### src/rtl/ptc_pkg.sv
// Package for the pitch trim controller: word types, register indexes, constants.
// No dependencies; used by ptc_cfg_if and every module under rtl.
`timescale 1ns / 1ps

package ptc_pkg;

  // register indexes on the configuration channel
  localparam int unsigned CFG_IDX_W = 2;
  localparam logic [CFG_IDX_W-1:0] REG_HOLD_ENABLE     = 2'd0;
  localparam logic [CFG_IDX_W-1:0] REG_PITCH_SETPOINT  = 2'd1;
  localparam logic [CFG_IDX_W-1:0] REG_PITCH_TOLERANCE = 2'd2;

  localparam int unsigned CFG_DATA_W = 12;

  // action codes
  localparam logic ACT_TICK       = 1'b0;
  localparam logic ACT_IDLE_CHECK = 1'b1;

  // position and counter limits
  localparam logic signed [3:0] STEP_MAX   = 4'sd5;
  localparam logic signed [3:0] STEP_MIN   = -4'sd5;
  localparam logic signed [8:0] POS_MAX    = 9'sd100;
  localparam logic signed [8:0] POS_MIN    = -9'sd100;
  localparam logic [6:0]        IDLE_SAT   = 7'd100;
  localparam logic [6:0]        HOLD_OFF   = 7'd2;
  localparam logic [6:0]        IDLE_LIMIT = 7'd8;

  typedef struct packed {
    logic              hold_enable;
    logic signed [11:0] pitch_setpoint;
    logic [11:0]        pitch_tolerance;
  } cfg_t;

  typedef struct packed {
    logic               action;
    logic signed [11:0] pitch_sample;
  } in_word_t;

endpackage

### src/rtl/ptc_cfg_if.sv
// Configuration write channel for the pitch trim controller.
// Depends on ptc_pkg.
`timescale 1ns / 1ps

interface ptc_cfg_if;
  logic                            valid;
  logic                            ready;
  logic [ptc_pkg::CFG_IDX_W-1:0]   index;
  logic [ptc_pkg::CFG_DATA_W-1:0]  data;

  modport source (output valid, output index, output data, input ready);
  modport sink   (input valid, input index, input data, output ready);
endinterface

### src/rtl/ptc_in_if.sv
// Input word channel: action code and sine-of-pitch sample.
// No dependencies.
`timescale 1ns / 1ps

interface ptc_in_if;
  logic               valid;
  logic               ready;
  logic               action;
  logic signed [11:0] pitch_sample;

  modport source (output valid, output action, output pitch_sample, input ready);
  modport sink   (input valid, input action, input pitch_sample, output ready);
endinterface

### src/rtl/ptc_out_if.sv
// Result word channel: actuator command and status.
// No dependencies.
`timescale 1ns / 1ps

interface ptc_out_if;
  logic              valid;
  logic              ready;
  logic signed [7:0] mass_command;
  logic              command_issued;
  logic              stop_issued;
  logic [6:0]        idle_ticks;
  logic              actuator_stopped;

  modport source (output valid, output mass_command, output command_issued,
                  output stop_issued, output idle_ticks, output actuator_stopped,
                  input ready);
  modport sink   (input valid, input mass_command, input command_issued,
                  input stop_issued, input idle_ticks, input actuator_stopped,
                  output ready);
endinterface

### src/rtl/pitch_trim_controller.sv
// Pitch trim controller: slow pitch-trim regulator for a moving-mass actuator.
// Accepts one word per clock cycle while results are taken. Each word is held
// in an input register, and the core moves it into the result register once
// that register is free or being taken; the single update pass between
// those two registers sets the rate. A waiting result holds the core, so the
// input register keeps one further word and the input then stalls until the
// result is taken. Configuration writes are always ready and should be
// made only while the block is empty. No initialisation sweep after reset.
// Depends on ptc_pkg, the three channel interfaces, ptc_cfg_regs, ptc_in_reg
// and ptc_core.
`timescale 1ns / 1ps

module pitch_trim_controller (
  input logic        clk,
  input logic        rst,
  ptc_cfg_if.sink    cfg,
  ptc_in_if.sink     item,
  ptc_out_if.source  result
);

  ptc_pkg::cfg_t     regs;
  ptc_pkg::in_word_t word;
  logic              word_valid;
  logic              take;

  ptc_cfg_regs u_cfg_regs (
    .clk  (clk),
    .rst  (rst),
    .cfg  (cfg),
    .regs (regs)
  );

  ptc_in_reg u_in_reg (
    .clk        (clk),
    .rst        (rst),
    .item       (item),
    .take       (take),
    .word_valid (word_valid),
    .word       (word)
  );

  ptc_core u_core (
    .clk        (clk),
    .rst        (rst),
    .regs       (regs),
    .word_valid (word_valid),
    .word       (word),
    .take       (take),
    .result     (result)
  );

endmodule

### src/rtl/ptc_cfg_regs.sv
// Configuration register file for the pitch trim controller.
// Depends on ptc_pkg and ptc_cfg_if.
`timescale 1ns / 1ps

module ptc_cfg_regs (
  input  logic          clk,
  input  logic          rst,
  ptc_cfg_if.sink       cfg,
  output ptc_pkg::cfg_t regs
);

  assign cfg.ready = 1'b1;

  always_ff @(posedge clk) begin
    if (rst) begin
      regs <= '0;
    end else if (cfg.valid) begin
      case (cfg.index)
        ptc_pkg::REG_HOLD_ENABLE:     regs.hold_enable     <= cfg.data[0];
        ptc_pkg::REG_PITCH_SETPOINT:  regs.pitch_setpoint  <= $signed(cfg.data);
        ptc_pkg::REG_PITCH_TOLERANCE: regs.pitch_tolerance <= cfg.data;
        default: ;
      endcase
    end
  end

endmodule

### src/rtl/ptc_in_reg.sv
// Input register stage: holds one accepted word until the core takes it.
// Depends on ptc_pkg and ptc_in_if.
`timescale 1ns / 1ps

module ptc_in_reg (
  input  logic              clk,
  input  logic              rst,
  ptc_in_if.sink            item,
  input  logic              take,
  output logic              word_valid,
  output ptc_pkg::in_word_t word
);

  assign item.ready = !word_valid || take;

  always_ff @(posedge clk) begin
    if (rst) begin
      word_valid <= 1'b0;
    end else if (item.ready) begin
      word_valid <= item.valid;
    end
  end

  always_ff @(posedge clk) begin
    if (item.valid && item.ready) begin
      word.action       <= item.action;
      word.pitch_sample <= item.pitch_sample;
    end
  end

endmodule

### src/rtl/ptc_core.sv
// Trim core: actuator state, one-pass update logic and the result register.
// Depends on ptc_pkg and ptc_out_if.
`timescale 1ns / 1ps

module ptc_core (
  input  logic              clk,
  input  logic              rst,
  input  ptc_pkg::cfg_t     regs,
  input  logic              word_valid,
  input  ptc_pkg::in_word_t word,
  output logic              take,
  ptc_out_if.source         result
);

  logic signed [7:0] mass_position;
  logic [6:0]        idle_counter;
  logic              stopped_flag;

  logic signed [7:0] mass_position_next;
  logic [6:0]        idle_counter_next;
  logic              stopped_flag_next;

  logic              is_tick;
  logic [6:0]        cnt_inc;
  logic signed [12:0] err;
  logic [12:0]       mag;
  logic signed [12:0] quot;
  logic signed [8:0] q;
  logic signed [3:0] step;
  logic signed [8:0] sum;
  logic signed [7:0] pos_clamped;
  logic              fire;
  logic              stop;

  always_comb begin
    is_tick = (word.action == ptc_pkg::ACT_TICK);
    cnt_inc = (!stopped_flag && idle_counter < ptc_pkg::IDLE_SAT) ?
              idle_counter + 7'd1 : idle_counter;

    err  = {word.pitch_sample[11], word.pitch_sample} -
           {regs.pitch_setpoint[11], regs.pitch_setpoint};
    mag  = err[12] ? (~err + 13'd1) : err;
    // truncate toward zero
    quot = err[12] ? ((err + 13'sd15) >>> 4) : (err >>> 4);
    q    = quot[8:0];

    if (q > 9'sd5) begin
      step = ptc_pkg::STEP_MAX;
    end else if (q < -9'sd5) begin
      step = ptc_pkg::STEP_MIN;
    end else begin
      step = q[3:0];
    end

    sum = {mass_position[7], mass_position} + {{5{step[3]}}, step};
    if (sum > ptc_pkg::POS_MAX) begin
      pos_clamped = ptc_pkg::POS_MAX[7:0];
    end else if (sum < ptc_pkg::POS_MIN) begin
      pos_clamped = ptc_pkg::POS_MIN[7:0];
    end else begin
      pos_clamped = sum[7:0];
    end

    fire = is_tick && regs.hold_enable &&
           (stopped_flag || cnt_inc >= ptc_pkg::HOLD_OFF) &&
           (mag >= {1'b0, regs.pitch_tolerance}) && (q != 9'sd0);
    stop = !is_tick && !stopped_flag && (idle_counter > ptc_pkg::IDLE_LIMIT);

    mass_position_next = fire ? pos_clamped : mass_position;
    if (fire) begin
      idle_counter_next = '0;
      stopped_flag_next = 1'b0;
    end else if (stop) begin
      idle_counter_next = ptc_pkg::IDLE_SAT;
      stopped_flag_next = 1'b1;
    end else begin
      idle_counter_next = is_tick ? cnt_inc : idle_counter;
      stopped_flag_next = stopped_flag;
    end
  end

  assign take = word_valid && (!result.valid || result.ready);

  always_ff @(posedge clk) begin
    if (rst) begin
      mass_position <= '0;
      idle_counter  <= '0;
      stopped_flag  <= 1'b0;
      result.valid  <= 1'b0;
    end else begin
      if (take) begin
        mass_position <= mass_position_next;
        idle_counter  <= idle_counter_next;
        stopped_flag  <= stopped_flag_next;
        result.valid  <= 1'b1;
      end else if (result.ready) begin
        result.valid  <= 1'b0;
      end
    end
  end

  always_ff @(posedge clk) begin
    if (take) begin
      result.mass_command     <= mass_position_next;
      result.command_issued   <= fire;
      result.stop_issued      <= stop;
      result.idle_ticks       <= idle_counter_next;
      result.actuator_stopped <= stopped_flag_next;
    end
  end

  a_cmd_stop_excl: assert property (@(posedge clk) disable iff (rst)
    result.valid |-> !(result.command_issued && result.stop_issued))
    else $error("command and stop in one word");

  a_pos_range: assert property (@(posedge clk) disable iff (rst)
    (mass_position <= 8'sd100) && (mass_position >= -8'sd100))
    else $error("position out of range");

  a_stopped_sat: assert property (@(posedge clk) disable iff (rst)
    stopped_flag |-> (idle_counter == ptc_pkg::IDLE_SAT))
    else $error("stopped without saturated idle count");

  a_cmd_clears: assert property (@(posedge clk) disable iff (rst)
    (result.valid && result.command_issued) |->
      (result.idle_ticks == 7'd0 && !result.actuator_stopped))
    else $error("command did not clear idle state");

  a_state_follows: assert property (@(posedge clk) disable iff (rst)
    take |=> (result.mass_command == mass_position &&
              result.idle_ticks == idle_counter))
    else $error("result word disagrees with state");

endmodule

### src/flat_wrapper.sv
// flat-port wrapper written by rule: the top's interface ports become plain ports
module pitch_trim_controller_flat 
  (clk, rst, cfg_valid, cfg_index, cfg_data, cfg_ready, item_valid, item_action, item_pitch_sample, item_ready, result_valid, result_mass_command, result_command_issued, result_stop_issued, result_idle_ticks, result_actuator_stopped, result_ready);
  ptc_cfg_if cfg_i ();
  ptc_in_if item_i ();
  ptc_out_if result_i ();
  input logic clk;
  input logic rst;
  input wire logic [$bits(cfg_i.valid)-1:0] cfg_valid;
  input wire logic [$bits(cfg_i.index)-1:0] cfg_index;
  input wire logic [$bits(cfg_i.data)-1:0] cfg_data;
  output wire logic [$bits(cfg_i.ready)-1:0] cfg_ready;
  input wire logic [$bits(item_i.valid)-1:0] item_valid;
  input wire logic [$bits(item_i.action)-1:0] item_action;
  input wire logic [$bits(item_i.pitch_sample)-1:0] item_pitch_sample;
  output wire logic [$bits(item_i.ready)-1:0] item_ready;
  output wire logic [$bits(result_i.valid)-1:0] result_valid;
  output wire logic [$bits(result_i.mass_command)-1:0] result_mass_command;
  output wire logic [$bits(result_i.command_issued)-1:0] result_command_issued;
  output wire logic [$bits(result_i.stop_issued)-1:0] result_stop_issued;
  output wire logic [$bits(result_i.idle_ticks)-1:0] result_idle_ticks;
  output wire logic [$bits(result_i.actuator_stopped)-1:0] result_actuator_stopped;
  input wire logic [$bits(result_i.ready)-1:0] result_ready;
  assign cfg_i.valid = cfg_valid;
  assign cfg_i.index = cfg_index;
  assign cfg_i.data = cfg_data;
  assign cfg_ready = cfg_i.ready;
  assign item_i.valid = item_valid;
  assign item_i.action = item_action;
  assign item_i.pitch_sample = item_pitch_sample;
  assign item_ready = item_i.ready;
  assign result_valid = result_i.valid;
  assign result_mass_command = result_i.mass_command;
  assign result_command_issued = result_i.command_issued;
  assign result_stop_issued = result_i.stop_issued;
  assign result_idle_ticks = result_i.idle_ticks;
  assign result_actuator_stopped = result_i.actuator_stopped;
  assign result_i.ready = result_ready;
  pitch_trim_controller u_core (.clk(clk), .rst(rst), .cfg(cfg_i), .item(item_i), .result(result_i));
endmodule
### config.mk
export PLATFORM = sky130hd
export DESIGN_NAME = pitch_trim_controller_flat
export DESIGN_NICKNAME = d
export VERILOG_FILES = /design/src/rtl/ptc_pkg.sv /design/src/rtl/ptc_cfg_if.sv /design/src/rtl/ptc_in_if.sv /design/src/rtl/ptc_out_if.sv /design/src/rtl/pitch_trim_controller.sv /design/src/rtl/ptc_cfg_regs.sv /design/src/rtl/ptc_in_reg.sv /design/src/rtl/ptc_core.sv /design/src/flat_wrapper.sv
export SDC_FILE = /design/constraint.sdc
export NUM_CORES = 1
export LEC_CHECK = 0
export ABC_AREA = 1
export CORE_MARGIN = 2
export CORE_UTILIZATION = 60
export CTS_CLUSTER_DIAMETER = 80
export CTS_CLUSTER_SIZE = 10
export DETAILED_ROUTE_END_ITERATION = 10
export DONT_BUFFER_PORTS = 1
export PLACE_DENSITY_LB_ADDON = 0.08
export SYNTH_ARGS = -nofsm -noshare
export SYNTH_HDL_FRONTEND = slang
export SYNTH_SLANG_ARGS = --single-unit
### constraint.sdc
create_clock -name clk -period 6.2 [get_ports clk]
set_input_delay 1.55 -clock clk [delete_from_list [all_inputs] [get_ports clk]]
set_output_delay 1.55 -clock clk [all_outputs]
set_load 0.03 [all_outputs]
==> out/metrics.csv <==
metric,value,unit
run_status,"finished, final reports clean",
initial_utilization,61.3,%
dp_hpwl,7.99,mm
gr-total-overflow,0,
diodes,0,
avgSynthCellArea,7.15,sq um
synth_top_area_share,18.7,%
p_switching,0.000575,W
internal_power,0.000876,W
gr-usage-all-layers,24.5,%
synth_cells,698,
finClkSkew,0.0174,ns
seq_area_frac_synth,35.9,%
path_clk_slew,0.08,ns
grt_pass1_vias,4049,
r2r-end,u_core.u_core.result.mass_command[2]$_DFFE_PP_,
clock_power_share,23.9,%
maxCapViolCount,0,
switching_share,39.6,%
r2r_start,u_core.u_in_reg.word[0]$_DFFE_PP_,
r2r_slack,0.81,ns
max_stage_delay,0.41,ns
cp.depth,34,
synth_cell_types,43,
ir_drop,0.000136,V
core_area,8130,sq um
cpMaxStageDelayCell,fa_1,
finalSetupViolCount,0,
drt_iter0_drc,234,
die_h,95.2,um
timing.final.crit_share,87.0,%
worstSkewPairLatency,0.35,ns
max_slew.worst_pin.slew,1.16,ns
holdBufCountCts,0,
worstPathArrival,5.50,ns
cp_top_family,simple AND/OR/NAND/NOR gates,
syn-num-nets,761,
slew_viol_final,0,
seqPwrFrac,39.8,%
place_area,5050,sq um
reg2regPathDepth,34,
port_buffers,0,
die_area,9060,sq um
drive_above_1_share,6.01,%
multi_input_area,2650,sq um
cp_max_fo,12,
layout_min_cycle_time,5.39,ns
tns,0,ns
timing.final.ws_setup,0.805,ns
n_fill_cell,732,
num_io_pins,53,
cts_buffer_depth,2,
cts_tree,done,
layout_commonest_cell,nand2_1,
post_drt_wl_per_cell,12.9,um
seq_area,1790,sq um
combinationalPowerShare,36.2,%
worstSetupEndpointType,flop,
hold_depth,2,
cts_max_level,3,
synth_area,4990,sq um
grt_max_degree,45,
cts_setup_buffers,0,
synth_edf_count,31,
max_freq,0.185,GHz
dr.pass1.iters,4,
grt_pass1_wl,17.6,mm
cp_num_buf_inv,5,
areaGrowthSynthToFinish,4.87,%
gp_congestion,0.965,
postLayoutCellArea,5230,sq um
num_rows,33,
holdPathEnd,u_core.u_cfg_regs.regs[18]$_SDFFE_PP0P_,
synth_top_cell_by_area,edfxtp_1,
met1_usage,29.9,%
crit_required,6.31,ns
grt_use_met2,43.4,%
cts.repair.resized,0,
vias_per_cell,5.42,
drc,0,
ys_ff_latch,74,
slew_headroom,21.9,%
synth_area_leaders,"edfxtp_1 19%, dfxtp_1 17%, nand2_1 12%, inv_1 8.9%, ha_1 7.3%",
die_w,95.2,um
place_ws,0.897,ns
cp_common_cell,nand2_1,
gr-usage-met3,4.66,%
cts_root_buffer,clkbuf_8,
ys_warn_count,0,
p_leak,2.52,nW
rsz0062_at_grt,no,
vias,4358,
ys_async_sr_fraction,0,%
antenna_found_initial,0,
cts.sinks,74,
cts_made_buffers,9,
hp-class,flop to flop,
hold_viol_final,0,
antenna_left,0,
final_cell_mix,"165 x nand2_1, 118 x inv_1, 62 x a21oi_1",
gr-max-usage-layer,met2,
synth-main-ff-cell,dfxtp_1,
holdCritStartpoint,u_core.u_cfg_regs.regs[18]$_SDFFE_PP0P_,
nets,757,
drt-total-wl,10.3,mm
start_kind,flop,
power_density,277,nW/um^2
final_util,64.3,%
path_class,flop to flop,
==> kinds of logic after synthesis <==
family	synth area share (%)
AND/OR/NAND/NOR	26.3
buffers and inverters	11.0
AO/OA/AOI/OAI	14.1
flip-flops	35.9
adder cells (fa/ha/maj)	8.08
XOR/XNOR	4.51
other	0.0752
==> how the worst max path moves through the flow <==
stage          slack [ns]                                             end                               from
2_1_floorplan        1.57  u_core.u_core.result.mass_command[2]$_DFFE_PP_  u_core.u_in_reg.word[0]$_DFFE_PP_
3_3_place_gp         1.14  u_core.u_core.result.mass_command[2]$_DFFE_PP_  u_core.u_in_reg.word[0]$_DFFE_PP_
3_5_place_dp         0.90  u_core.u_core.result.mass_command[2]$_DFFE_PP_  u_core.u_in_reg.word[0]$_DFFE_PP_
4_1_cts              0.85  u_core.u_core.result.mass_command[2]$_DFFE_PP_  u_core.u_in_reg.word[0]$_DFFE_PP_
5_1_grt              0.17     u_core.u_core.mass_position[6]$_SDFFE_PP0P_  u_core.u_in_reg.word[0]$_DFFE_PP_
6_report             0.81  u_core.u_core.result.mass_command[2]$_DFFE_PP_  u_core.u_in_reg.word[0]$_DFFE_PP_
==> layout make-up <==
type / instances / share of cell area [%]
Timing Repair Buffer: 1 / 0.144
Clock inverter: 7 / 1.17
Inverter: 125 / 8.97
Tap cell: 105 / 2.51
Sequential cell: 74 / 34.3
Clock buffer: 9 / 2.37
Multi-Input combinational cell: 483 / 50.6
==> layer usage <==
| metal | wire length [um] | vias up |
|---|---|---|
| met5 | 0 | - |
| met4 | 114 | 0 |
| met3 | 559 | 14 |
| met2 | 5080 | 141 |
| met1 | 4590 | 1946 |
| li1 | - | 2257 |
==> sequential cells by signal, summed over array words and instances (netlist names), 7 cells and up <==
register,count
u_core.u_core.result.mass_command,8
u_core.u_in_reg.word,13
u_core.u_cfg_regs.regs,25
u_core.u_core.idle_counter,7
u_core.u_core.mass_position,8
u_core.u_core.result.idle_ticks,7
==> power groups by stage <==
stage | Sequential (W) | Combinational (W) | Clock (W)
after floorplan | 0.000582 | 0.000429 | 0
after global placement | 0.000588 | 0.000500 | 0
after detailed placement | 0.000589 | 0.000515 | 0
after CTS | 0.000578 | 0.000520 | 0.000360
after global routing | 0.000582 | 0.000608 | 0.000380
final | 0.000578 | 0.000526 | 0.000347
==> per-stage QoR <==
stage	power (W)	std cells	hold WS, ns
after floorplan	0.00101	698	0.428
after global placement	0.00109	788	0.445
after detailed placement	0.00110	788	0.452
after CTS	0.00146	804	0.465
after global routing	0.00157	804	0.480
final	0.00145	804	0.461
==> worst register-to-register path: cells and delay by family (launching register included) <==
| kind | cells | cell delay, ns |
|---|---|---|
| adder cells (fa/ha/maj) | 4 | 1.22 |
| AO/OA/AOI/OAI | 3 | 0.43 |
| buffers and inverters | 5 | 0.50 |
| flip-flops | 1 | 0.33 |
| XOR/XNOR | 2 | 0.68 |
| AND/OR/NAND/NOR | 20 | 2.01 |
==> synthesized netlist by cell type (3+ instances only) <==
cell type	instances
o211ai_1	3
ha_1	29
a21oi_1	62
clkbuf_1	11
nand2_1	165
nand4_1	9
xor2_1	19
nor2_1	38
nand2_4	3
inv_2	6
nand2_2	6
xnor2_1	3
inv_1	118
o21ai_0	48
nor3_1	9
edfxtp_1	31
dfxtp_1	43
nand3_1	57
o21ai_1	4
Power figures use the tool's default switching activity.
